[src/rtl/xtea_pkg.sv]
// Shared types, constants and the round mixing function for the XTEA encrypt block.
// No dependencies; imported by every module under rtl/.
package xtea_pkg;

  localparam int unsigned WORD_W        = 32;
  localparam int unsigned NUM_KEY_WORDS = 4;
  localparam int unsigned KEY_IDX_W     = $clog2(NUM_KEY_WORDS);
  localparam int unsigned ROUNDS_DEFAULT = 32;
  localparam int unsigned KEY_SEL_SHIFT = 11;

  localparam logic [WORD_W-1:0] DELTA = 32'h9E3779B9;

  typedef logic [WORD_W-1:0] word_t;
  typedef logic [NUM_KEY_WORDS-1:0][WORD_W-1:0] key_t;

  // One beat moving down the cell chain
  typedef struct packed {
    logic  valid;
    word_t v0;
    word_t v1;
  } beat_t;

  function automatic word_t mix(input word_t v);
    mix = ((v << 4) ^ (v >> 5)) + v;
  endfunction

endpackage

[src/rtl/xtea_key_regs.sv]
// Key register bank: four 32-bit key words written through the config port.
// Depends on xtea_pkg.
module xtea_key_regs (
  input  logic                          clk,
  input  logic                          rst,
  input  logic                          write_enable,
  input  logic [xtea_pkg::KEY_IDX_W-1:0] write_index,
  input  xtea_pkg::word_t               write_data,
  output xtea_pkg::key_t                key
);
  import xtea_pkg::*;

  always_ff @(posedge clk) begin
    if (rst) begin
      key <= '0;
    end else if (write_enable) begin
      key[write_index] <= write_data;
    end
  end

endmodule

[config.mk]
export PLATFORM = sky130hd
export DESIGN_NAME = xtea_key_regs
export DESIGN_NICKNAME = d
export VERILOG_FILES = /design/src/rtl/xtea_pkg.sv /design/src/rtl/xtea_key_regs.sv
export SDC_FILE = /design/constraint.sdc
export NUM_CORES = 1
export LEC_CHECK = 0
export ABC_CLOCK_PERIOD_IN_PS = 1800
export BUFFER_PORTS_ARGS = -buffer_cell sky130_fd_sc_hd__buf_4
export CAP_MARGIN = 20
export CORE_ASPECT_RATIO = 1.4
export CORE_MARGIN = 2
export CORE_UTILIZATION = 54
export DETAILED_ROUTE_END_ITERATION = 8
export MAX_ROUTING_LAYER = met4
export PLACE_DENSITY = 0.87
export SLEW_MARGIN = 20
export SYNTH_ARGS = -nofsm -noshare
export SYNTH_HDL_FRONTEND = slang
export SYNTH_SLANG_ARGS = --single-unit
[constraint.sdc]
create_clock -name clk -period 1.8 [get_ports clk]
set_input_delay 0.36 -clock clk [delete_from_list [all_inputs] [get_ports clk]]
set_output_delay 0.36 -clock clk [all_outputs]
set_load 0.05 [all_outputs]
# Word-level counts from Yosys, hierarchy flattened
# Index checks and enable logic that the tools add are counted.
[op_classes]
addsub = 0
n_mul = 0
n_div = 0
magnitude_cmp = 2
n_eq_ne = 0
shift = 0
mux = 3
bitwise = 0
reduce_logical = 1
[op_table]
columns = ["cell", "n"]
rows = [
  ["128-bit bitwise mux", 1],
  ["32-bit demux with 2-bit select", 1],
  ["32-bit 2-to-1 mux", 1],
  ["2-bit by 3-bit < comparator with 1-bit output (second input constant)", 1],
  ["2-bit by 1-bit greater-or-equal comparator with 1-bit output (second input constant)", 1],
  ["1-bit logical AND", 1],
]
[totals]
reg_bits = 128
latchBits = 0
ram_bits = 0
rom_bits = 0
inputBits = 37
word_cells = 10
mem_count = 0

# Logic depth before layout (Yosys ltp)
[logic_depth]
depth_word = 5
depth_mapped = 5
depth_no_buf = 2

# Least setup slack after synthesis
# No wires, ideal clock.
[synth_timing]
path_kind = "input to register"
start = "in write_index[0] (netlist name)"
end = "reg key[21] (netlist name)"
setup_time_ns = 0.121
t_arrival_ns = 1.116
required_ns = 1.679
setup_slack_ns = 0.564
stages = 4
n_path_buf = 2
path_cell_list = "buf_2 or3b_1 buf_6 mux2i_1"
[synth_via]
elab_chain_len = 5
elab_cells_between_ends = 6
cone_classes = "order compare: 2; mux: 3; reduce/logical: 1"
[synth_lines]
columns = ["item", "line_no", "rtl"]
rows = [
  ["start: declaration", "xtea_key_regs.sv:7", "input logic [xtea_pkg::KEY_IDX_W-1:0] write_index,"],
  ["2-bit by 3-bit < comparator with 1-bit output (not written as such) or 2-bit by 1-bit greater-or-equal comparator with 1-bit output (tied branches)", "xtea_key_regs.sv:17", "key[write_index] <= write_data;"],
  ["1-bit logical AND (not written as such)", "xtea_key_regs.sv:17", ""],
  ["32-bit 2-to-1 mux (not written as such)", "xtea_key_regs.sv:17", ""],
  ["32-bit demux with 2-bit select (*)", "xtea_key_regs.sv:17", ""],
  ["128-bit bitwise mux (*)", "xtea_key_regs.sv:17", ""],
  ["end signal: indexed assignment", "xtea_key_regs.sv:17", ""],
  ["end: declaration", "xtea_key_regs.sv:9", "output xtea_pkg::key_t key"],
]
# Every way passes the cells marked *; elsewhere a longest branch is shown, timed or not.
# A chain may end at the register's enable or synchronous reset.

# Worst setup path after layout
[layout_timing]
start = "reg key[112] (netlist name)"
end = "out key[112] (netlist name)"
# No word-level cell between the ends.

==> flow_summary.json <==
{
  "drive_above_1_share": 0.322,
  "synth_seq_cells": 128,
  "slew_viol_final": 0,
  "grt_pass1_wl_um": 19300,
  "ir_worst_vdd_mv": 0.695,
  "r2r_cells": 2,
  "fin_setup_tns_ns": 0,
  "clk_pin_slew_ns": 0.05,
  "cp_max_fo": 2,
  "maxCapViolCount": 0,
  "worstHoldStart": "write_data[18]",
  "postLayoutCellArea_sq_um": 6970,
  "syn-cell-area_sq_um": 5070,
  "fin_nets": 650,
  "largest_reg_flops": 128,
  "num-fill-cells": 616,
  "ys_types": 12,
  "yosys_warnings": 0,
  "hold_end": "key[50]",
  "dpl_cell_area_sq_um": 6410,
  "netlist.area_leader.share": 0.506,
  "grt_use_total": 0.248,
  "routed_wl_um": 11900,
  "finalWorstPathRequiredPeriod_ns": 1.35,
  "synthesis.area_per_instance_sq_um": 11.2,
  "insertion_delay_ns": 0.41,
  "arrival_ns": 0.99,
  "cts_hold_buf": 0,
  "cts_made_buffers": 17,
  "detail-route-antenna-nets": 0,
  "p_leak_nw": 3.48,
  "synth_top_area_cell": "dfxtp_1",
  "h-tree-depth": 4,
  "tightest_slew_ns": 0.582,
  "hold_path_depth": 3,
  "rsz0062_at_grt": "no",
  "tritoncts": "yes",
  "critPathKind": "reg -> out",
  "synthTopCellsByArea": "dfxtp_1 51%, mux2i_1 25%, nand2b_1 20%",
  "die_w_um": 85.9,
  "end_kind": "primary output",
  "io_buffers": 164,
  "setup_ws_ns": 0.450,
  "slew_headroom": 0.612,
  "pre_cts_slack_ns": 0.288,
  "finalSetupViolations": 0,
  "first_iter_violations": 148,
  "rrSetupSlack_ns": 1.12,
  "power.density_nw_per_um2": 1030,
  "cts_max_path_buffers": 2,
  "synth_commonest_cells": "160 x nand2b_1, 128 x dfxtp_1, 128 x mux2i_1, 16 x clkbuf_1, 10 x buf_4",
  "vias_per_cell": 5.10,
  "synth-edff-count": 0,
  "largest-register": "key",
  "reg_top3": "key (128)",
  "netlist_instances": 453,
  "yosysMostFrequentCell": "nand2b_1",
  "cts.sink_count": 128,
  "globalRouteOverflowTotal": 0,
  "hpwl_um": 8080,
  "area_growth_pct": 37.5,
  "hold_violations": 0,
  "start_util": 0.558,
  "cts-resized-gates": 0,
  "cts_setup_buffers": 0,
  "critPathRequiredTime_ns": 1.44,
  "wl_per_cell_um": 16.3,
  "rows": 41,
  "violations": "DRC",
  "status": "finished with violations",
  "syn-num-nets": 490,
  "pin_count": 165,
  "r2r_end": "key[64]",
  "vias": 3731,
  "die_area_sq_um": 10200,
  "drc": 9,
  "synth_flop_cell": "dfxtp_1",
  "drt_first_pass_iters": 9,
  "core_area_sq_um": 9080,
  "yosysSeqAreaShare": 0.506,
  "crit_family": "flip-flops",
  "root_buffer": "clkbuf_16",
  "path_buf_inv": 1,
  "die_y_um": 119,
  "hold_class": "in -> reg",
  "first_global_vias": 3960,
  "crit_chain": "buf_4",
  "cpMaxStageDelayCell": "dfxtp_1",
  "r2r-start": "key[64]",
  "antenna_found_initial": 0,
  "critPathLaunchType": "register",
  "ys_async_sr_fraction": 0,
  "period_share": 0.750,
  "antenna_cells": 0,
  "routabilityCongestion": 0.793,
  "fin_skew_ns": 0,
  "fmaxAchievable_mhz": 741,
  "grt_max_degree": 76,
  "slowest_delay_ns": 0.37
}
-- how the worst max path moves through the flow --
stage / startpoint / to / slack (ns) / depth (start not counted)
after CTS: key[64] / key[64] / 0.44 / 1
after floorplan: write_index[0] / key[21] / 0.56 / 4
after global placement: write_index[1] / key[27] / 0.32 / 3
final: key[112] / key[112] / 0.45 / 1
after global routing: key[64] / key[64] / 0.41 / 1
after detailed placement: write_index[1] / key[25] / 0.29 / 3
-- layer usage --
metal,part of all wire,wire (um),track usage,vias up
met2,0.52,6220,0.420,117
met4,0.024,280,0.109,0
met1,0.39,4700,0.267,1781
met3,0.059,696,0.0705,22
li1,-,-,-,1811
met5,0,0,-,-
-- cells in the final DEF, fill, tap and decap left out --
master,n
mux2i_1,128
nand3b_1,2
buf_12,6
buf_4,166
clkbuf_16,17
dfxtp_1,128
or3b_1,1
clkinv_2,5
nand2b_1,160
clkbuf_1,3
nor3b_4,1
and3b_1,1
bufinv_16,2
clkbuf_8,3
nand3_2,1
-- area by class of cell --
class | count | area [sq um] | share of cell area
tap | 107 | 134 | 0.0192
clock buffer | 23 | 478 | 0.0686
multi-input combinational | 294 | 2340 | 0.336
clock inverter | 7 | 85.1 | 0.0122
timing repair buffer | 172 | 1370 | 0.196
sequential | 128 | 2560 | 0.368
-- kinds of logic after synthesis --
kind of cell           share of synthesized area
AND/OR/NAND/NOR                            0.209
multiplexers                               0.253
flip-flops                                 0.506
buffers and inverters                     0.0328
-- power by group --
part           switching [mW]  internal (mW)  total [mW]
clock                    1.16           2.12        3.28
sequential             0.0588           2.94        3.00
combinational           0.586          0.346       0.932
total                    1.80           5.40        7.21
-- through the flow --
step	cells	power, mW	hold slack (ns)	util
5_1_grt	731	7.41	0.285	0.768
6_report	731	7.21	0.288	0.768
2_1_floorplan	453	3.68	0.551	-
3_5_place_dp	701	3.99	0.467	0.706
4_1_cts	731	7.25	0.282	0.768
3_3_place_gp	701	3.97	0.460	0.706
Power figures use the tool's default switching activity.
