### src/rtl/xtea_pkg.sv
// Shared types, constants and the round mixing function for the XTEA encrypt block.
// No dependencies; imported by every module under rtl/.
package xtea_pkg;

  localparam int unsigned WORD_W        = 32;
  localparam int unsigned NUM_KEY_WORDS = 4;
  localparam int unsigned KEY_IDX_W     = $clog2(NUM_KEY_WORDS);
  localparam int unsigned ROUNDS_DEFAULT = 32;
  localparam int unsigned KEY_SEL_SHIFT = 11;

  localparam logic [WORD_W-1:0] DELTA = 32'h9E3779B9;

  typedef logic [WORD_W-1:0] word_t;
  typedef logic [NUM_KEY_WORDS-1:0][WORD_W-1:0] key_t;

  // One beat moving down the cell chain
  typedef struct packed {
    logic  valid;
    word_t v0;
    word_t v1;
  } beat_t;

  function automatic word_t mix(input word_t v);
    mix = ((v << 4) ^ (v >> 5)) + v;
  endfunction

endpackage

### src/rtl/xtea_cell.sv
// One half-round of XTEA: even cells update v0, odd cells update v1.
// Depends on xtea_pkg; instantiated in a chain by xtea_encrypt_block.
module xtea_cell #(
  parameter int unsigned CELL_INDEX = 0
) (
  input  logic            clk,
  input  logic            rst,
  input  logic            advance,
  input  xtea_pkg::key_t  key,
  input  xtea_pkg::beat_t prev,
  output xtea_pkg::beat_t cur
);
  import xtea_pkg::*;

  // Round sum seen by this half: r*delta for the v0 half, (r+1)*delta for the v1 half
  localparam logic [63:0] SUM_WIDE = 64'((CELL_INDEX + 1) / 2) * 64'(DELTA);
  localparam word_t       SUM      = SUM_WIDE[WORD_W-1:0];
  localparam bit          UPPER    = (CELL_INDEX % 2) == 1;
  localparam logic [KEY_IDX_W-1:0] SEL =
      UPPER ? SUM[KEY_SEL_SHIFT +: KEY_IDX_W] : SUM[KEY_IDX_W-1:0];

  word_t addend;
  beat_t cur_next;

  assign addend = SUM + key[SEL];

  always_comb begin
    cur_next = prev;
    if (UPPER) begin
      cur_next.v1 = prev.v1 + (mix(prev.v0) ^ addend);
    end else begin
      cur_next.v0 = prev.v0 + (mix(prev.v1) ^ addend);
    end
  end

  // Only the valid bit is reset; data simply follows the chain
  always_ff @(posedge clk) begin
    if (advance) begin
      cur.v0 <= cur_next.v0;
      cur.v1 <= cur_next.v1;
    end
    if (rst) begin
      cur.valid <= 1'b0;
    end else if (advance) begin
      cur.valid <= cur_next.valid;
    end
  end

endmodule

### config.mk
export PLATFORM = sky130hd
export DESIGN_NAME = xtea_cell
export DESIGN_NICKNAME = d
export VERILOG_FILES = /design/src/rtl/xtea_pkg.sv /design/src/rtl/xtea_cell.sv
export SDC_FILE = /design/constraint.sdc
export NUM_CORES = 1
export LEC_CHECK = 0
export BUFFER_PORTS_ARGS = -buffer_cell sky130_fd_sc_hd__buf_4
export CAP_MARGIN = 15
export CORE_ASPECT_RATIO = 1.2
export CORE_MARGIN = 2
export CORE_UTILIZATION = 25
export DETAILED_ROUTE_END_ITERATION = 8
export PLACE_DENSITY = 0.56
export SLEW_MARGIN = 20
export SYNTH_ARGS = -nofsm -noshare
export SYNTH_HDL_FRONTEND = slang
export SYNTH_SLANG_ARGS = --single-unit
### constraint.sdc
create_clock -name clk -period 4.7 [get_ports clk]
set_input_delay 0.705 -clock clk [delete_from_list [all_inputs] [get_ports clk]]
set_output_delay 0.705 -clock clk [all_outputs]
set_load 0.03 [all_outputs]
**Word-level counts from Yosys, hierarchy flattened**

Index checks and enable logic that the tools add are counted.

- Bits in latches: 0
- Output and inout bits: 65
- Memories: 0
- ROM bits: 0
- Bits in registers: 65
- Memory bits (writable): 0

- Add/subtract/negate cells: 2
- Equal/unequal tests: 0
- $lt $le $gt $ge: 0
- Shifts and indexed selects: 0
- Reduce and logical (&&, ||, !) cells: 0
- Multiply operators: 0
- Mux-type cells: 0
- Bitwise gates (word level): 2
- Div/mod/pow operators: 0

Operator list:

| cell | number |
|---|---|
| adder 32 bit | 2 |
| XOR 32 x 27 -> 32 bit | 1 |
| XOR 32 bit | 1 |

**Depth between registers and ports, before layout**

- Word-level depth: 4
- Depth in mapped cells: 21

**Worst setup path before layout**

OpenSTA, ideal clock, no wires.

- Kind: input -> register
- Start: in prev[11] (netlist bit)
- End: reg cur[60] (netlist bit) (data pin)
- Library setup time: 0.260 ns
- Stages on the path: 21
- Path slack: 0.100 ns
- Data required time: 4.440 ns
- Path buffers: 0
- Data arrival time: 4.340 ns
- Path through: xor2_1 -> ha_1 -> a21oi_1 -> o211ai_1 -> a221oi_2 -> a21oi_1 -> o21ai_1 -> nand2b_1 -> a21o_1 -> a21oi_1 -> xnor2_1 -> ha_1 -> and4_1 -> and3_1 -> a21oi_1 -> o21ai_1 -> a221oi_2 -> o211ai_1 -> a31o_1 -> a21oi_1 -> xnor2_1

RTL lines:

| element | line | RTL |
|---|---|---|
| start: declaration | xtea_cell.sv:10 | `input xtea_pkg::beat_t prev,` |
| end: declaration | xtea_cell.sv:11 | `output xtea_pkg::beat_t cur` |

==> flow_metrics.env <==
export IMPL_status="complete, no violations"
export IMPL_yosys_warnings=0
export IMPL_io_buffers=164
export IMPL_cts_hold_buf=0
export IMPL_max_clock_path_buffers=2
export IMPL_ios=261
export IMPL_hpwl_microns=14700
export IMPL_antenna_found_initial=0
export IMPL_ys_async_sr_fraction=0
export IMPL_p_clk_frac=0.181
export IMPL_fin_hold_ws_ns=0.500
export IMPL_wire_per_inst_microns=16.0
export IMPL_setup_violations_final=0
export IMPL_cp_slowest_cell="fa_1"
export IMPL_grt_overflow=0
export IMPL_hold_class="register to register"
export IMPL_fin_cells=1135
export IMPL_rows=60
export IMPL_relSlewSlack=0.396
export IMPL_setup_worst_path_start="prev[0]"
export IMPL_clock_latency_ns=0.34
export IMPL_crit_chain="buf_4 -> ha_4 -> inv_1 -> fa_1 -> and2b_1 -> o2111ai_2 -> and3_4 -> o21a_2 -> a211o_1 -> nand2_2 -> xnor2_2 -> ha_1 -> and4_1 -> and3_4 -> a21oi_2 -> o21ai_1 -> a221oi_2 -> o211ai_1 -> a31o_1 -> a21oi_2 -> xnor2_2"
export IMPL_slew_viol_final=0
export IMPL_grt_pass1_wl_microns=27400
export IMPL_rsz0062_at_grt="yes"
export IMPL_path_clk_slew_ns=0.06
export IMPL_netlist_instances=572
export IMPL_crit_type="primary input to register"
export IMPL_synth_fp_nets=839
export IMPL_die_y_microns=170
export IMPL_cts_max_level=3
export IMPL_core_sq_um=22500
export IMPL_gp_routability_congestion=0.833
export IMPL_die_width_microns=143
export IMPL_fin_crit_sh=0.966
export IMPL_n_antenna_cell=0
export IMPL_routed_wl_microns=18200
export IMPL_avgSynthCellArea_sq_um=10.1
export IMPL_p_comb_frac=0.599
export IMPL_vdd_drop_max_uv=241
export IMPL_synth_edff_count=64
export IMPL_drv_cap=0
export IMPL_dp_cells=1115
export IMPL_grt_util_all_layers=0.148
export IMPL_powerDensity_nw_per_um2=474
export IMPL_switchingPower_mw=1.64
export IMPL_worstSetupStartpointType="primary input"
export IMPL_cts_root_buffer="clkbuf_16"
export IMPL_synth_ff_type="edfxtp_1"
export IMPL_initial_core_util=0.256
export IMPL_hold_viol_final=0
export IMPL_drive_gt1_frac=0.398
export IMPL_drtAntennaViolNets=0
export IMPL_p_leak_nw=3.87
export IMPL_p_total_mw=4.12
export IMPL_largest_register_ffs=65
export IMPL_dr_pass1_iters=4
export IMPL_yosys_register_bits=65
export IMPL_end_kind="register"
export IMPL_worstHoldStart="cur[64]"
export IMPL_synthDistinctLibCells=64
export IMPL_p_int_mw=2.48
export IMPL_drc_errors=0
export IMPL_fill_cells=2312
export IMPL_viasPerCell=4.70
export IMPL_worst_path_largest_cell_delay_ns=0.37
export IMPL_die_area_sq_um=24300
export IMPL_cts_sinks=65
export IMPL_grt_max_degree=66
export IMPL_synthesis_area_sq_um=5770
export IMPL_fin_skew_ns=0
export IMPL_vias=5329
export IMPL_swShare=0.398
export IMPL_placed_cell_area_sq_um=8110
export IMPL_finalNetCount=1118
export IMPL_required_ns=4.80
export IMPL_cts_buffers=9
export IMPL_seq_area_frac_synth=0.337
export IMPL_drtIter0Drc=191
export IMPL_tightest_slew_ns=0.907
export IMPL_period_minus_slack_ns=4.54
export IMPL_regMostFlops="cur"
export IMPL_fin_area_sq_um=8700
export IMPL_seq_power_share=0.220
export IMPL_reg_top3="cur: 65 flops"
export IMPL_first_global_vias=5153
export IMPL_cp_arrival_ns=4.64
export IMPL_reg2reg_from="cur[64]"
export IMPL_cts_tree="yes"
export IMPL_area_growth_pct=50.9
export IMPL_path_max_fanout=4
export IMPL_fmax_ghz=0.220
[power by group through the flow]
stage	clock network (mW)	logic (mW)	registers, mW
final	0.745	2.47	0.906
after global routing	0.789	2.69	0.923
after CTS	0.771	2.40	0.909
after detailed placement	0	2.39	0.919
after global placement	0	2.37	0.916
after floorplan	0	1.16	1.24
[critical path, delay by kind of cell]
kind,cells,cell delay [ns]
xor+xnor,2,0.16
simple gates,5,0.93
compound gates,9,1.83
buf+inv,2,0.18
fa+ha+maj,3,0.83
[layout by cell type, fill, tap and decap left out, types with 5 or more instances in the layout]
cell	count
o21ai_0	21
a21oi_1	41
a211oi_1	5
a21oi_2	10
nor3_1	8
xor2_1	48
ha_1	61
clkbuf_16	9
o21ai_1	7
o211ai_1	7
a21o_1	25
xnor2_1	57
and3_1	5
o21a_1	8
buf_4	273
nand2_1	44
nor2_1	33
o21bai_1	5
edfxtp_1	64
nand2b_1	7
inv_1	13
nand3_1	13
ha_4	5
[path summary, 6_finish.rpt]
kind,endpoint,slack (ns),cells after the start
hold / removal,cur[64],0.50,2
setup reg to reg,cur[64],4.12,2
setup / recovery,cur[60],0.16,21
hold reg to reg,cur[64],0.50,2
[cell usage after synthesis, types with 8 or more instances]
library cell / count / area share
xor2_1: 50 / 0.076
edfxtp_1: 64 / 0.33
o21a_1: 8 / 0.010
a211oi_1: 9 / 0.012
xnor2_1: 60 / 0.091
inv_1: 13 / 0.0085
nor2_1: 33 / 0.021
ha_1: 69 / 0.15
nand3_1: 14 / 0.012
nand2_1: 45 / 0.029
nor3_1: 8 / 0.0069
a21o_1: 25 / 0.033
o21ai_0: 22 / 0.019
a21oi_1: 49 / 0.043
[what timing repair did]
item | 4_1_cts | 5_1_grt
endpoints found under the setup margin | 1 | 6
buffers inserted | 0 | 4
pin swaps | 0 | 22
resized for setup | 1 | 38
[kinds of logic after synthesis]
family,share of synthesized area
buffers and inverters,0.0122
and+or+nand+nor,0.111
muxes,0.00347
adders and majority gates,0.157
xor gates and xnor gates,0.167
AOI/OAI and AO/OA,0.212
DFF,0.337
[stage by stage]
stage / setup WS (ns) / utilization / TNS (ns)
final: 0.160 / 0.386 / 0
after floorplan: 0.100 / - / 0
after global routing: -0.0564 / 0.386 / -0.0973
after CTS: 0.0658 / 0.375 / 0
after global placement: -0.353 / 0.360 / -1.16
after detailed placement: -0.375 / 0.360 / -1.23
[cell type report]
class                           count  area, sq um  area share
Clock buffer                       10          229      0.0263
Clock inverter                      6         92.6      0.0106
Multi-Input combinational cell    489         3990       0.458
Tap cell                          279          349      0.0401
Inverter                           13         48.8     0.00561
Timing Repair Buffer              273         2050       0.236
Sequential cell                    65         1940       0.223
[per-layer routing]
metal	track usage	part of all wire	vias to the layer above
met5	0	0	-
met2	0.270	0.51	163
met1	0.176	0.42	2440
met4	0.0331	0.013	0
met3	0.0349	0.057	23
li1	-	-	2703
Note: power is estimated with default switching activity, not from simulation.
